## config.mk

```make
export PLATFORM = sky130hd
export DESIGN_NAME = hill_cipher_pair_encrypt
export DESIGN_NICKNAME = d
export VERILOG_FILES = /design/src/design/hcpe_pkg.sv /design/src/design/hcpe_front.sv /design/src/design/hcpe_queue.sv /design/src/design/hcpe_back.sv /design/src/design/hill_cipher_pair_encrypt.sv
export SDC_FILE = /design/constraint.sdc
export NUM_CORES = 1
export LEC_CHECK = 0
export BUFFER_PORTS_ARGS = -buffer_cell sky130_fd_sc_hd__clkbuf_2
export CORE_UTILIZATION = 52
export DETAILED_ROUTE_END_ITERATION = 8
export GPL_TIMING_DRIVEN = 0
export PLACE_DENSITY = 0.7
export SLEW_MARGIN = 20
export SYNTH_ARGS = -nofsm -noshare
export SYNTH_HDL_FRONTEND = slang
export SYNTH_HIERARCHICAL = 1
export SYNTH_SLANG_ARGS = --single-unit
```

## constraint.sdc

```tcl
create_clock -name i_clk -period 19.3 [get_ports i_clk]
set_input_delay 1.93 -clock i_clk [delete_from_list [all_inputs] [get_ports i_clk]]
set_output_delay 1.93 -clock i_clk [all_outputs]
set_load 0.02 [all_outputs]
```

## src/design/hcpe_pkg.sv

```systemverilog
// ----------------------------------------------------------------------------
// hcpe_pkg
// Types and constants shared by the 2x2 Hill cipher pair encryptor.
// ----------------------------------------------------------------------------
package hcpe_pkg;

    localparam int unsigned CHAR_W = 8;
    localparam int unsigned KEY_W  = 5;
    localparam int unsigned PP_W   = 10;  // one product of two residues, at most 625
    localparam int unsigned SUM_W  = 11;  // row sum of two products, at most 1250

    localparam logic [KEY_W-1:0] MOD_VAL = 5'd26;

    // key register reset values
    localparam logic [KEY_W-1:0] KEY_R0C0_RST = 5'd2;
    localparam logic [KEY_W-1:0] KEY_R0C1_RST = 5'd1;
    localparam logic [KEY_W-1:0] KEY_R1C0_RST = 5'd3;
    localparam logic [KEY_W-1:0] KEY_R1C1_RST = 5'd4;

    // register index codes, taken from paddr[3:2]
    localparam logic [1:0] REG_R0C0 = 2'd0;
    localparam logic [1:0] REG_R0C1 = 2'd1;
    localparam logic [1:0] REG_R1C0 = 2'd2;
    localparam logic [1:0] REG_R1C1 = 2'd3;

    localparam logic [CHAR_W-1:0] CH_LA = 8'h61;
    localparam logic [CHAR_W-1:0] CH_LZ = 8'h7a;
    localparam logic [CHAR_W-1:0] CH_UA = 8'h41;
    localparam logic [CHAR_W-1:0] CH_UZ = 8'h5a;

    typedef struct packed {
        logic [KEY_W-1:0] r0c0;
        logic [KEY_W-1:0] r0c1;
        logic [KEY_W-1:0] r1c0;
        logic [KEY_W-1:0] r1c1;
    } t_key;

    // one queued job: a completed pair, or a lone final byte
    typedef struct packed {
        logic [CHAR_W-1:0] ch0;
        logic [SUM_W-1:0]  sum0;
        logic [CHAR_W-1:0] ch1;
        logic [SUM_W-1:0]  sum1;
        logic              pair;
        logic              last;
    } t_pair;

    function automatic logic is_lower(input logic [CHAR_W-1:0] c);
        return (c >= CH_LA) && (c <= CH_LZ);
    endfunction

    function automatic logic is_upper(input logic [CHAR_W-1:0] c);
        return (c >= CH_UA) && (c <= CH_UZ);
    endfunction

endpackage

```

## src/design/hcpe_front.sv

```systemverilog
// ----------------------------------------------------------------------------
// hcpe_front
// Accepts text bytes, holds the first byte of each pair with its partial
// products, and pushes completed pairs or a lone final byte to the queue.
// ----------------------------------------------------------------------------
module hcpe_front import hcpe_pkg::*; (
    input  logic              i_clk,
    input  logic              i_rst_n,
    input  t_key              i_key,
    input  logic              i_valid,
    input  logic [CHAR_W-1:0] i_char,
    input  logic              i_eot,
    output logic              o_ready,
    input  logic              i_full,
    output logic              o_push,
    output t_pair             o_entry
);

    logic              r_holding;
    logic [CHAR_W-1:0] r_held_char;
    logic [PP_W-1:0]   r_pp0;
    logic [PP_W-1:0]   r_pp1;

    logic              accept;
    logic [KEY_W-1:0]  res;
    logic [KEY_W-1:0]  ka;
    logic [KEY_W-1:0]  kb;
    logic [PP_W-1:0]   prod_a;
    logic [PP_W-1:0]   prod_b;

    // key value mod 26, keys are at most 31
    function automatic logic [KEY_W-1:0] key_res(input logic [KEY_W-1:0] k);
        return (k >= MOD_VAL) ? k - MOD_VAL : k;
    endfunction

    // value fed into the product, reduced mod 26
    function automatic logic [KEY_W-1:0] char_res(input logic [CHAR_W-1:0] c);
        logic [6:0] y;
        logic [6:0] r;
        // 32 = 6 mod 26
        y = 7'(c[7:5]) * 7'd6 + 7'(c[4:0]);
        if (y >= 7'd52) begin
            r = y - 7'd52;
        end else if (y >= 7'd26) begin
            r = y - 7'd26;
        end else begin
            r = y;
        end
        if (is_lower(c)) begin
            return KEY_W'(c - CH_LA);
        end else if (is_upper(c)) begin
            return KEY_W'(c - CH_UA);
        end
        return r[KEY_W-1:0];
    endfunction

    assign o_ready = !i_full;
    assign accept  = i_valid && o_ready;

    always_comb begin
        res    = char_res(i_char);
        ka     = r_holding ? key_res(i_key.r0c1) : key_res(i_key.r0c0);
        kb     = r_holding ? key_res(i_key.r1c1) : key_res(i_key.r1c0);
        prod_a = PP_W'(ka) * PP_W'(res);
        prod_b = PP_W'(kb) * PP_W'(res);
    end

    assign o_push = accept && (r_holding || i_eot);

    always_comb begin
        o_entry.ch0  = r_holding ? r_held_char : i_char;
        o_entry.sum0 = SUM_W'(prod_a) + (r_holding ? SUM_W'(r_pp0) : '0);
        o_entry.ch1  = i_char;
        o_entry.sum1 = SUM_W'(prod_b) + (r_holding ? SUM_W'(r_pp1) : '0);
        o_entry.pair = r_holding;
        o_entry.last = r_holding ? i_eot : 1'b1;
    end

    always_ff @(posedge i_clk) begin
        if (!i_rst_n) begin
            r_holding <= 1'b0;
        end else if (accept) begin
            r_holding <= !r_holding && !i_eot;
        end
    end

    // first byte of a pair: keep it and its products with column 0
    always_ff @(posedge i_clk) begin
        if (accept && !r_holding) begin
            r_held_char <= i_char;
            r_pp0       <= prod_a;
            r_pp1       <= prod_b;
        end
    end

endmodule

```

## src/design/hcpe_queue.sv

```systemverilog
// ----------------------------------------------------------------------------
// hcpe_queue
// Short first-in first-out queue of pair jobs between front and back.
// ----------------------------------------------------------------------------
module hcpe_queue import hcpe_pkg::*; #(
    parameter int unsigned DEPTH = 2
) (
    input  logic  i_clk,
    input  logic  i_rst_n,
    input  logic  i_push,
    input  t_pair i_entry,
    output logic  o_full,
    input  logic  i_pop,
    output t_pair o_entry,
    output logic  o_empty
);

    localparam int unsigned PTR_W = (DEPTH > 1) ? $clog2(DEPTH) : 1;
    localparam int unsigned CNT_W = $clog2(DEPTH + 1);

    t_pair            r_mem [DEPTH];
    logic [PTR_W-1:0] r_wr_ptr;
    logic [PTR_W-1:0] r_rd_ptr;
    logic [CNT_W-1:0] r_count;

    function automatic logic [PTR_W-1:0] ptr_inc(input logic [PTR_W-1:0] p);
        return (p == PTR_W'(DEPTH - 1)) ? '0 : p + 1'b1;
    endfunction

    assign o_full  = (r_count == CNT_W'(DEPTH));
    assign o_empty = (r_count == '0);
    assign o_entry = r_mem[r_rd_ptr];

    always_ff @(posedge i_clk) begin
        if (!i_rst_n) begin
            r_wr_ptr <= '0;
            r_rd_ptr <= '0;
            r_count  <= '0;
        end else begin
            if (i_push) begin
                r_wr_ptr <= ptr_inc(r_wr_ptr);
            end
            if (i_pop) begin
                r_rd_ptr <= ptr_inc(r_rd_ptr);
            end
            case ({i_push, i_pop})
                2'b10:   r_count <= r_count + 1'b1;
                2'b01:   r_count <= r_count - 1'b1;
                default: r_count <= r_count;
            endcase
        end
    end

    always_ff @(posedge i_clk) begin
        if (i_push) begin
            r_mem[r_wr_ptr] <= i_entry;
        end
    end

endmodule

```

## src/design/hcpe_back.sv

```systemverilog
// ----------------------------------------------------------------------------
// hcpe_back
// Takes pair jobs from the queue, reduces each row sum mod 26, restores the
// letter case; its output register emits one cipher byte per cycle if unstalled.
// ----------------------------------------------------------------------------
module hcpe_back import hcpe_pkg::*; (
    input  logic              i_clk,
    input  logic              i_rst_n,
    input  t_pair             i_entry,
    input  logic              i_empty,
    output logic              o_pop,
    output logic              o_valid,
    input  logic              i_ready,
    output logic [CHAR_W-1:0] o_char,
    output logic              o_last
);

    logic              r_valid;
    logic [CHAR_W-1:0] r_char;
    logic              r_last;
    logic              r_half;

    logic              load;
    logic              final_half;
    logic [CHAR_W-1:0] sel_ch;
    logic [SUM_W-1:0]  sel_sum;
    logic [KEY_W-1:0]  sel_res;
    logic [CHAR_W-1:0] n_char;

    // row sum mod 26 by folding: 64 = 12 and 32 = 6 mod 26
    function automatic logic [KEY_W-1:0] sum_mod(input logic [SUM_W-1:0] x);
        logic [8:0] y;
        logic [6:0] z;
        logic [6:0] r;
        y = 9'(x[10:6]) * 9'd12 + 9'(x[5:0]);
        z = 7'(y[8:5]) * 7'd6 + 7'(y[4:0]);
        if (z >= 7'd104) begin
            r = z - 7'd104;
        end else if (z >= 7'd78) begin
            r = z - 7'd78;
        end else if (z >= 7'd52) begin
            r = z - 7'd52;
        end else if (z >= 7'd26) begin
            r = z - 7'd26;
        end else begin
            r = z;
        end
        return r[KEY_W-1:0];
    endfunction

    assign load       = !i_empty && (!r_valid || i_ready);
    assign final_half = r_half || !i_entry.pair;
    assign o_pop      = load && final_half;

    always_comb begin
        sel_ch  = r_half ? i_entry.ch1 : i_entry.ch0;
        sel_sum = r_half ? i_entry.sum1 : i_entry.sum0;
        sel_res = sum_mod(sel_sum);
        if (is_lower(sel_ch)) begin
            n_char = CH_LA + CHAR_W'(sel_res);
        end else if (is_upper(sel_ch)) begin
            n_char = CH_UA + CHAR_W'(sel_res);
        end else begin
            n_char = sel_ch;
        end
    end

    always_ff @(posedge i_clk) begin
        if (!i_rst_n) begin
            r_valid <= 1'b0;
            r_half  <= 1'b0;
        end else begin
            if (load) begin
                r_valid <= 1'b1;
                r_half  <= !final_half;
            end else if (i_ready) begin
                r_valid <= 1'b0;
            end
        end
    end

    always_ff @(posedge i_clk) begin
        if (load) begin
            r_char <= n_char;
            // first byte of a pair never ends the text
            r_last <= final_half && i_entry.last;
        end
    end

    assign o_valid = r_valid;
    assign o_char  = r_char;
    assign o_last  = r_last;

endmodule

```

## src/design/hill_cipher_pair_encrypt.sv

```systemverilog
// ----------------------------------------------------------------------------
// hill_cipher_pair_encrypt
// 2x2 Hill cipher over a byte stream with an APB key register port.
// ----------------------------------------------------------------------------
// Text bytes enter on s_axis one per cycle, with tlast on the final byte of a
// text; cipher bytes leave on m_axis one per cycle, with tlast on the final
// cipher byte. The first byte of a pair is held and gives no output; on the
// second byte the pair job enters a short queue, and its two cipher bytes
// leave in order from the queue through the output register. A text of odd
// length ends with one cipher byte for its lone final byte. The sustained
// rate is one byte per cycle in each direction, set by the output register
// that sends one byte a cycle; s_axis_tready falls only when the queue of
// P_QUEUE_DEPTH pair jobs is full because m_axis is stalled. Keys
// are written at byte addresses 0, 4, 8 and 12 (row 0 column 0, row 0
// column 1, row 1 column 0, row 1 column 1), 5 bits each, and should only
// be changed while the stream is idle.
// ----------------------------------------------------------------------------
module hill_cipher_pair_encrypt import hcpe_pkg::*; #(
    parameter int unsigned P_QUEUE_DEPTH = 3
) (
    input  logic        i_clk,
    input  logic        i_rst_n,
    // slave side
    input  logic        s_axis_tvalid,
    output logic        s_axis_tready,
    input  logic [7:0]  s_axis_tdata,   // [7:0] char_in
    input  logic        s_axis_tlast,   // end_of_text
    // master side
    output logic        m_axis_tvalid,
    input  logic        m_axis_tready,
    output logic [7:0]  m_axis_tdata,   // [7:0] cipher_char
    output logic        m_axis_tlast,   // last_out
    // key register port
    input  logic        psel,
    input  logic        penable,
    input  logic        pwrite,
    input  logic [3:0]  paddr,
    input  logic [31:0] pwdata,
    output logic [31:0] prdata,
    output logic        pready
);

    t_key  r_key;
    logic  cfg_wr;
    logic  q_push;
    logic  q_pop;
    logic  q_full;
    logic  q_empty;
    t_pair q_in;
    t_pair q_out;

    assign pready = 1'b1;
    assign cfg_wr = psel && penable && pwrite && pready;

    always_ff @(posedge i_clk) begin
        if (!i_rst_n) begin
            r_key.r0c0 <= KEY_R0C0_RST;
            r_key.r0c1 <= KEY_R0C1_RST;
            r_key.r1c0 <= KEY_R1C0_RST;
            r_key.r1c1 <= KEY_R1C1_RST;
        end else if (cfg_wr) begin
            case (paddr[3:2])
                REG_R0C0: r_key.r0c0 <= pwdata[KEY_W-1:0];
                REG_R0C1: r_key.r0c1 <= pwdata[KEY_W-1:0];
                REG_R1C0: r_key.r1c0 <= pwdata[KEY_W-1:0];
                REG_R1C1: r_key.r1c1 <= pwdata[KEY_W-1:0];
                default:  r_key      <= r_key;
            endcase
        end
    end

    always_comb begin
        case (paddr[3:2])
            REG_R0C0: prdata = 32'(r_key.r0c0);
            REG_R0C1: prdata = 32'(r_key.r0c1);
            REG_R1C0: prdata = 32'(r_key.r1c0);
            REG_R1C1: prdata = 32'(r_key.r1c1);
            default:  prdata = '0;
        endcase
    end

    hcpe_front u_front (
        .i_clk   (i_clk),
        .i_rst_n (i_rst_n),
        .i_key   (r_key),
        .i_valid (s_axis_tvalid),
        .i_char  (s_axis_tdata),
        .i_eot   (s_axis_tlast),
        .o_ready (s_axis_tready),
        .i_full  (q_full),
        .o_push  (q_push),
        .o_entry (q_in)
    );

    hcpe_queue #(
        .DEPTH (P_QUEUE_DEPTH)
    ) u_queue (
        .i_clk   (i_clk),
        .i_rst_n (i_rst_n),
        .i_push  (q_push),
        .i_entry (q_in),
        .o_full  (q_full),
        .i_pop   (q_pop),
        .o_entry (q_out),
        .o_empty (q_empty)
    );

    hcpe_back u_back (
        .i_clk   (i_clk),
        .i_rst_n (i_rst_n),
        .i_entry (q_out),
        .i_empty (q_empty),
        .o_pop   (q_pop),
        .o_valid (m_axis_tvalid),
        .i_ready (m_axis_tready),
        .o_char  (m_axis_tdata),
        .o_last  (m_axis_tlast)
    );

endmodule

```

Yosys cells after proc, flatten, opt, wreduce, memory -nomap -nowiden
Memory sizes are Yosys's and may differ from the RTL's. A register that Yosys moved wholly into a read port is not among the register bits.
Index checks and enable logic that the tools add are counted.
{"block": "word_totals", "reg_bits": 66, "ram_bits": 120, "in_bits": 52, "out_inout_bits": 44, "word_cells": 136, "n_memories": 1}
{"memory": "u_queue.r_mem", "depth": 3, "word_bits": 40, "rd": 1, "rd_clocked_by_memory_dff": 1, "wr": 1, "line_no": "hcpe_queue.sv:21", "source": "t_pair r_mem [DEPTH];"}
{"block": "op_classes", "n_addsub": 23, "multipliers": 5, "magnitude_cmp": 18, "eq_ne": 8, "mux": 35, "n_reduce_logical": 31}
{"operator": "$pmux 32 s4", "count": 1}
{"operator": "$mux 5", "count": 15}
{"operator": "$sub 5x5->5 const B", "count": 8}
{"operator": "$ge 8x7->1 const B", "count": 4}
{"operator": "$le 8x7->1 const B", "count": 4}
{"operator": "$mux 8", "count": 4}
{"operator": "$add 10x11->11", "count": 2}
{"operator": "$ge 5x5->1 const B", "count": 4}
{"operator": "$mul 5x5->10", "count": 2}
{"operator": "$mux 10", "count": 2}
{"operator": "$add 7x5->8 const A", "count": 2}
{"operator": "$ge 7x5->1 const B", "count": 2}
{"operator": "$ge 7x6->1 const B", "count": 2}
{"operator": "$ge 7x7->1 const B", "count": 2}
{"operator": "$logic_and 1x1->1", "count": 13}
{"operator": "$eq 2x2->1 const B", "count": 6}
{"operator": "$mux 11", "count": 1}
{"operator": "$sub 5x1->5 const B", "count": 2}
{"operator": "$sub 5x4->5 const B", "count": 2}
{"operator": "$add 9x6->9", "count": 1}
{"operator": "$mux 2", "count": 4}
{"operator": "$reduce_and 2->1", "count": 4}
{"operator": "$add 6x5->7", "count": 1}
{"operator": "$add 7x5->7", "count": 1}
{"operator": "other kinds (12)", "count": 31}

Longest topological paths before layout
Gate-level depths: netlist of the first run.
{"block": "logic_depth", "ltp_word": 13, "ltp_mapped": 34, "mapped_depth_nobuf": 32}

Hierarchy
The synthesis of the first run kept the hierarchy.
{"mod": "hcpe_front", "n_inst": 1, "cells_each": 582, "area_each_um2": 5072.4, "seq_area_each_um2": 860.8}
{"mod": "hcpe_queue", "n_inst": 1, "cells_each": 287, "area_each_um2": 4743.3, "seq_area_each_um2": 3763.6}
{"mod": "hcpe_back", "n_inst": 1, "cells_each": 267, "area_each_um2": 2289.7, "seq_area_each_um2": 310.3}
{"mod": "hill_cipher_pair_encrypt", "n_inst": 1, "cells_each": 116, "area_each_um2": 1141.1, "seq_area_each_um2": 400.4}

Least setup slack after synthesis of the first run
OpenSTA, ideal clock, no wires.
{"block": "synth_timing", "path_type": "input port to flip-flop", "startpoint": "input port s_axis_tdata[5]", "endpoint": "memory u_queue/r_mem[0][11] (netlist name), data pin", "setup_time_ns": 0.302, "arrival_time_ns": 8.385, "t_required_ns": 18.998, "slack_ns": 10.613, "path_stages": 26, "n_path_buf": 2, "path_cell_list": "ha_1 fa_1 ha_1 xnor2_2 ha_1 a311o_1 nand4b_1 a21o_1 buf_4 buf_2 a2111oi_0 nor3_1 fa_1 fa_1 fa_1 inv_1 ha_1 a21oi_1 o21bai_1 a21oi_1 o21ai_0 xnor2_1 ha_1 mux2_2 a311oi_1 o311ai_0"}
{"element": "from (decl)", "line_no": "hill_cipher_pair_encrypt.sv:26", "source": "input logic [7:0] s_axis_tdata,"}
{"element": "to (decl)", "line_no": "hcpe_queue.sv:21"}

==> metrics.md, run 1 <==
| Metric | Value |
|---|---|
| Post-Route Setup TNS | `0 ns` |
| Slew headroom | `between 30 and 40%` |
| RSZ-0062 raised after global routing | `no` |
| Die area | `around 0.026 sq mm` |
| Share of the core filled with cells | `between 50% and 60%` |
| Reg clk slew, reported paths | `~0.070 ns` |
| Layout fillers | `roughly 2,200` |
| Final min period | `between 9 and 10 ns` |
| Share of layout cells above drive strength 1 | `between 10% and 20%` |
| Sequential share of the synthesized area | `about two fifths` |
| Hold slack | `0.512 ns` |
| Count of cell types in the netlist | `92` |
| Async SR Flop Fraction | `0%` |
| DR WL/cell | `roughly 17 um` |
| Grt ovf | `0` |
| Cell with the most instances after synthesis | `edfxtp_1` |
| Routed WL | `29,000 um` |
| Final Setup Violations | `0` |
| Slowest stage delay, CP | `roughly 0.71 ns` |
| Boundary pin count | `96` |
| Drt first pass iters | `5` |
| Post-CTS Hold Fix Bufs | `0` |
| Area Overhead vs Synth | `10.3%` |
| Worst path required time | `19.43 ns` |
| Post-Syn Area per Cell | `~11 sq um` |
| Max Buffers Root-to-Sink | `2` |
| Critical Path End Type | `flop` |
| Number of diodes | `0` |
| CP startpoint kind | `input pin` |
| Post-cts sizing count | `0` |
| Max Clk Rate | `0.106 GHz` |
| Clk Latency, worst-skew pair | `about 0.42 ns` |
| Most frequent CP cell | `ha_1` |
| Die Y-Extent | `162 um` |
| Initial Utilization | `between 50% and 60%` |
| # port buffers | `37` |
| Synthesized flop and latch total | `188` |
| Post-CTS setup buffers | `0` |
| CP Class | `in -> reg` |
| Drt via density | `between 5 and 6` |
| CP arrival | `approximately 9.6 ns` |
| Slowest cell on the critical path | `a211oi_1` |
| Final Max Tran Viols | `0` |
| Max Cap Viol | `0` |
| Area taken by multi-input logic gates | `roughly 0.0073 sq mm` |
| Cell Area, Synth | `0.0132 sq mm` |
| Synth cell count leaders | `edfxtp_1 (157), ha_1 (109), nand2_1 (105)` |
| Delay-heaviest family, CP | `adder cells` |
| Via count of the first global-routing pass | `just under 9,000` |
| Post-synth EDFFs | `between 150 and 200` |
| Final Hold Viols | `0` |
| Synth warn | `6` |
| Area of the core region | `0.0251 sq mm` |
| HP Class | `reg -> reg` |
| Synth top area cells | `edfxtp_1 (36%), ha_1 (10%), mux2i_1 (5.9%)` |
| First-pass GRT wire length | `~46,000 um` |
| DIE WIDTH | `between 150 and 200 um` |
| Sequential cell area | `0.00534 sq mm` |
| Status | `complete, no violations` |
| Sum of buffers and inverters on the critical path | `3` |
| Initial antenna violation count | `0` |
| Num CTS Buffers | `17` |
| Vias | `9,537` |
| CTS sink cnt | `between 150 and 200` |
| Clk root buf | `clkbuf_16` |
| DRT antenna net count | `0` |
| Post-synthesis cell count | `1,252` |
| Tcrit/Tclk final | `just under 50%` |
| Actual slew at the worst max-slew pin | `between 0.9 and 1 ns` |
| HPWL after DPL | `22,600 um` |
| Worst-path maximum fanout | `8` |
| CTS tree | `built` |
| Largest net degree at the start of global routing | `29` |
| Top cell type's share of synthesized area | `between 30 and 40%` |
| Post-layout nets | `1,527` |
| GP Congestion | `~0.92` |
| DRC errors left | `0` |
| Synth Flop Type | `edfxtp_1` |
| Std-Cell Rows | `between 50 and 60` |
| Setup Skew | `between 0.01 and 0.015 ns` |
| H-tree levels | `4` |
| Largest area contributor in the netlist | `edfxtp_1` |
| 1st-iter DRT viols | `about 680` |
| Total GRT Usage | `22.6%` |
-- final cells by class --
| type | instances | share of cell area, % |
|---|---|---|
| Inverter | 71 | 1.82 |
| Buffer | 79 | 3.44 |
| Multi-Input combinational cell | 940 | 49.7 |
| Timing Repair Buffer | 44 | 1.85 |
| Clock buffer | 19 | 2.96 |
| Tap cell | 330 | 2.83 |
| Clock inverter | 13 | 0.865 |
| Sequential cell | 188 | 36.5 |
-- registers in the layout, summed over array words and instances (netlist names), named ones only --
| name | flops |
|---|---|
| r_key | 20 |
| u_back/o_char | 8 |
| u_back/o_last | 1 |
| u_back/o_valid | 1 |
| u_back/r_half | 1 |
| u_front/r_held_char | 8 |
| u_front/r_holding | 1 |
| u_front/r_pp0 | 10 |
| u_front/r_pp1 | 10 |
| u_queue/r_count | 2 |
| u_queue/r_mem | 120 |
| u_queue/r_rd_ptr | 2 |
| u_queue/r_wr_ptr | 2 |
-- final timing paths --
path                                 startpoint              endpoint  slack [ns]  cells past startpoint
worst min register to register   u_back/o_valid        u_back/o_valid        0.51                      2
worst min-delay path             u_back/o_valid        u_back/o_valid        0.51                      2
worst max register to register    u_back/r_half      u_back/o_char[4]       10.51                     28
worst max-delay path            s_axis_tdata[6]  u_queue/r_mem[2][30]        9.85                     26
-- tightest hold or removal path, delay by kind of cell, from the launching register on --
family,cells,cell delay (ns)
simple gates,1,0.08
flops,1,0.31
compound gates,1,0.08
-- placed cells by master (no fill, tap or decap), drive strengths merged, types with 7 or more instances in the layout --
| cell | instances |
|---|---|
| edfxtp | 157 |
| ha | 109 |
| nand2 | 105 |
| mux2i | 79 |
| o21ai | 78 |
| clkbuf | 77 |
| inv | 76 |
| buf | 65 |
| a21oi | 55 |
| nor2 | 52 |
| xnor2 | 35 |
| nand3 | 32 |
| dfxtp | 31 |
| nor3 | 30 |
| and2 | 29 |
| conb | 28 |
| fa | 25 |
| nor2b | 22 |
| a21o | 21 |
| or3 | 16 |
| mux2 | 16 |
| o21a | 14 |
| xor2 | 13 |
| nand2b | 12 |
| nand4 | 11 |
| o211ai | 11 |
| a211oi | 9 |
| or2 | 9 |
| o21bai | 8 |
| a211o | 8 |
| and3 | 8 |
| a31oi | 8 |
| clkinv | 8 |
| a21boi | 7 |
-- cells by family after synthesis --
group	after synthesis	synth area share (%)
AND/OR/NAND/NOR	353	13.7
AO/OA/AOI/OAI	275	14.1
flip-flops	188	40.3
buffers and inverters	150	5.81
adder cells (fa/ha/maj)	134	14.1
multiplexers	100	8.30
XOR/XNOR	50	3.68
other	2	0.0567
-- metrics by stage --
stage	cell area, sq um	instances	setup WS [ns]
detailed placement	14100	1652	9.54
global route	14600	1684	9.41
finish	14600	1684	9.85
global placement	13900	1645	9.67
floorplan	13300	1278	10.61
CTS	14600	1684	9.96
-- layer usage --
metal / wire length (um) / GRT usage (%)
met1: 13000 / 29.7
met2: 14300 / 39.1
met3: 1150 / 3.31
met4: 529 / 5.75
met5: 0 / 0
Power of run 1 is left out: the tool's default activity adds up to more than one toggle a clock period on the data nets, which glitch-free logic cannot reach.
==> inputs of run 2 (changes only) <==
--- a/config.mk
+++ b/config.mk
@@ -9,7 +9,7 @@
 export CORE_UTILIZATION = 52
 export DETAILED_ROUTE_END_ITERATION = 8
 export GPL_TIMING_DRIVEN = 0
-export PLACE_DENSITY = 0.7
+export PLACE_DENSITY = 0.73
 export SLEW_MARGIN = 20
 export SYNTH_ARGS = -nofsm -noshare
 export SYNTH_HDL_FRONTEND = slang
==> constraint.sdc (replaced) <==
create_clock -name i_clk -period 8.6 [get_ports i_clk]
set_input_delay 0.86 -clock i_clk [delete_from_list [all_inputs] [get_ports i_clk]]
set_output_delay 0.86 -clock i_clk [all_outputs]
set_load 0.02 [all_outputs]
==> metrics.md, run 2 (synthesis gave the netlist of run 1 again) <==
| Metric | Value |
|---|---|
| Area of the core region | `0.0251 sq mm (unchanged)` |
| Setup Skew | `0.0167 ns (was 0.0121 ns)` |
| Max Buffers Root-to-Sink | `2 (unchanged)` |
| HPWL after DPL | `22,200 um (was 22,600 um)` |
| Final Setup Violations | `0 (unchanged)` |
| Final Hold Viols | `0 (unchanged)` |
| First-pass GRT wire length | `47,200 um (was 46,200 um)` |
| Clk Latency, worst-skew pair | `0.43 ns (was 0.42 ns)` |
| 1st-iter DRT viols | `790 (was 684)` |
| CP Class | `in -> reg (unchanged)` |
| Reg clk slew, reported paths | `0.08 ns (was 0.07 ns)` |
| Post-CTS Hold Fix Bufs | `0 (unchanged)` |
| Most frequent cells in the layout | `edfxtp_1 (157), ha_1 (109), nand2_1 (105), mux2i_1 (77), o21ai_0 (75) (was edfxtp_1 (157), ha_1 (109), nand2_1 (105), mux2i_1 (78), o21ai_0 (75))` |
| Boundary pin count | `96 (unchanged)` |
| DIE WIDTH | `162 um (unchanged)` |
| H-tree levels | `4 (unchanged)` |
| Area Overhead vs Synth | `11.0% (was 10.3%)` |
| Tcrit/Tclk final | `approximately 94%` |
| Layout fillers | `2,126 (was 2,160)` |
| Share of layout cells above drive strength 1 | `14.6% (was 13.7%)` |
| HP Class | `reg -> reg (unchanged)` |
| DRC errors left | `0 (unchanged)` |
| Die area | `0.0261 sq mm (unchanged)` |
| Die Y-Extent | `162 um (unchanged)` |
| # port buffers | `37 (unchanged)` |
| Slowest stage delay, CP | `0.79 ns (was 0.71 ns)` |
| Std-Cell Rows | `58 (unchanged)` |
| Worst path required time | `8.71 ns (was 19.43 ns)` |
| Critical Path End Type | `flop (unchanged)` |
| Grt ovf | `0 (unchanged)` |
| Actual slew at the worst max-slew pin | `0.916 ns (was 0.907 ns)` |
| Number of diodes | `0 (unchanged)` |
| Sequential cell area | `0.00534 sq mm (unchanged)` |
| Area taken by multi-input logic gates | `0.00731 sq mm (was 0.00727 sq mm)` |
| Max Cap Viol | `0 (unchanged)` |
| Routed WL | `29,000 um (about the same)` |
| CP startpoint kind | `input pin (unchanged)` |
| Register with the most flip-flops | `u_queue/r_mem (unchanged)` |
| Largest net degree at the start of global routing | `29 (unchanged)` |
| GP Congestion | `0.877 (was 0.916)` |
| Largest regs | `u_queue/r_mem x120, r_key x20 (unchanged)` |
| Max FFs per register | `120 (unchanged)` |
| CTS tree | `built (unchanged)` |
| Drt first pass iters | `5 (unchanged)` |
| Post-layout nets | `1,527 (unchanged)` |
| Final min period | `~8.1 ns` |
| Slew headroom | `38.8% (was 37.8%)` |
| Worst-path maximum fanout | `10 (was 8)` |
| Vias | `9,660 (was 9,537)` |
| CP arrival | `8.23 ns (was 9.58 ns)` |
| DR WL/cell | `17.2 um (about the same)` |
| Total GRT Usage | `23.1% (was 22.6%)` |
| Final Max Tran Viols | `0 (unchanged)` |
| Drt via density | `5.74 (was 5.66)` |
| Hold slack | `0.506 ns (was 0.512 ns)` |
| CTS sink cnt | `188 (unchanged)` |
| Post-CTS setup buffers | `0 (unchanged)` |
| Via count of the first global-routing pass | `9,085 (was 8,846)` |
| Status | `complete, no violations (unchanged)` |
| Clk root buf | `clkbuf_16 (unchanged)` |
| Initial Utilization | `52.8% (unchanged)` |
| Slowest cell on the critical path | `a2111oi_0 (was a211oi_1)` |
| DRT antenna net count | `0 (unchanged)` |
| Initial antenna violation count | `0 (unchanged)` |
| Max Clk Rate | `between 0.1 and 0.15 GHz` |
| Num CTS Buffers | `17 (unchanged)` |
| Commonest non-fill, non-tap cell in the layout | `edfxtp_1 (unchanged)` |
==> run 2: cell count changes in the layout (fill, tap and decap cells not counted), sizes merged <==
cell,delta
clkinvlp,+2
inv,+3
bufinv,+1
buf,+1
clkinv,-5
clkbuf,-2
==> run 2: worst max-delay path: cells and delay by family <==
kind | cells | cell delay, ns
compound gates | 10 | 2.48
xor+xnor | 1 | 0.17
fa+ha+maj | 8 | 3.50
buf+inv | 5 | 0.58
mux | 1 | 0.36
simple gates | 1 | 0.27
==> run 2: cell type report <==
type / count / area share (%)
Multi-Input combinational cell: 940 / 49.7
Sequential cell: 188 / 36.3
Buffer: 78 / 3.43
Clock buffer: 18 / 2.92
Tap cell: 330 / 2.81
Timing Repair Buffer: 45 / 1.89
Inverter: 71 / 1.81
Clock inverter: 14 / 1.15
==> run 2: path summary, 6_finish.rpt <==
| check | startpoint | endpoint | slack [ns] | cells past startpoint |
|---|---|---|---|---|
| min | u_back/o_valid | u_back/o_valid | 0.51 | 2 |
| max | s_axis_tdata[5] | u_queue/r_mem[0][11] | 0.47 | 26 |
| max reg2reg | flop | u_back/o_char[4] | 0.52 | 31 |
| min reg2reg | u_back/o_valid | u_back/o_valid | 0.51 | 2 |
==> run 2: layer usage <==
metal	track usage, %	vias to the layer above	share of wire [%]
met1	30.6	4622	44
met2	39.1	282	49
li1	-	4718	-
met5	0	-	0
met4	7.12	0	1.8
met3	3.24	38	5.4
==> run 2: metrics by stage <==
step | util, % | instances | cell area, sq um | setup slack (ns) | setup TNS, ns
after floorplan | - | 1278 | 13300 | 0.983 | 0
after global placement | 55.5 | 1645 | 13900 | -0.000904 | -0.000904
after detailed placement | 56.0 | 1653 | 14100 | -0.105 | -0.341
after CTS | 58.4 | 1685 | 14700 | 0.136 | 0
after global routing | 58.6 | 1684 | 14700 | -0.00310 | -0.00669
final | 58.6 | 1684 | 14700 | 0.475 | 0
==> run 2: what timing repair did <==
| action | in CTS | in global routing |
|---|---|---|
| pin swaps | 0 | 1 |
| setup endpoints to repair | 1 | 11 |
| gates resized for setup | 1 | 14 |
| endpoints found under the hold margin | 0 | 0 |
| gates cloned | 0 | 0 |
Power of run 2 is left out for the same reason.
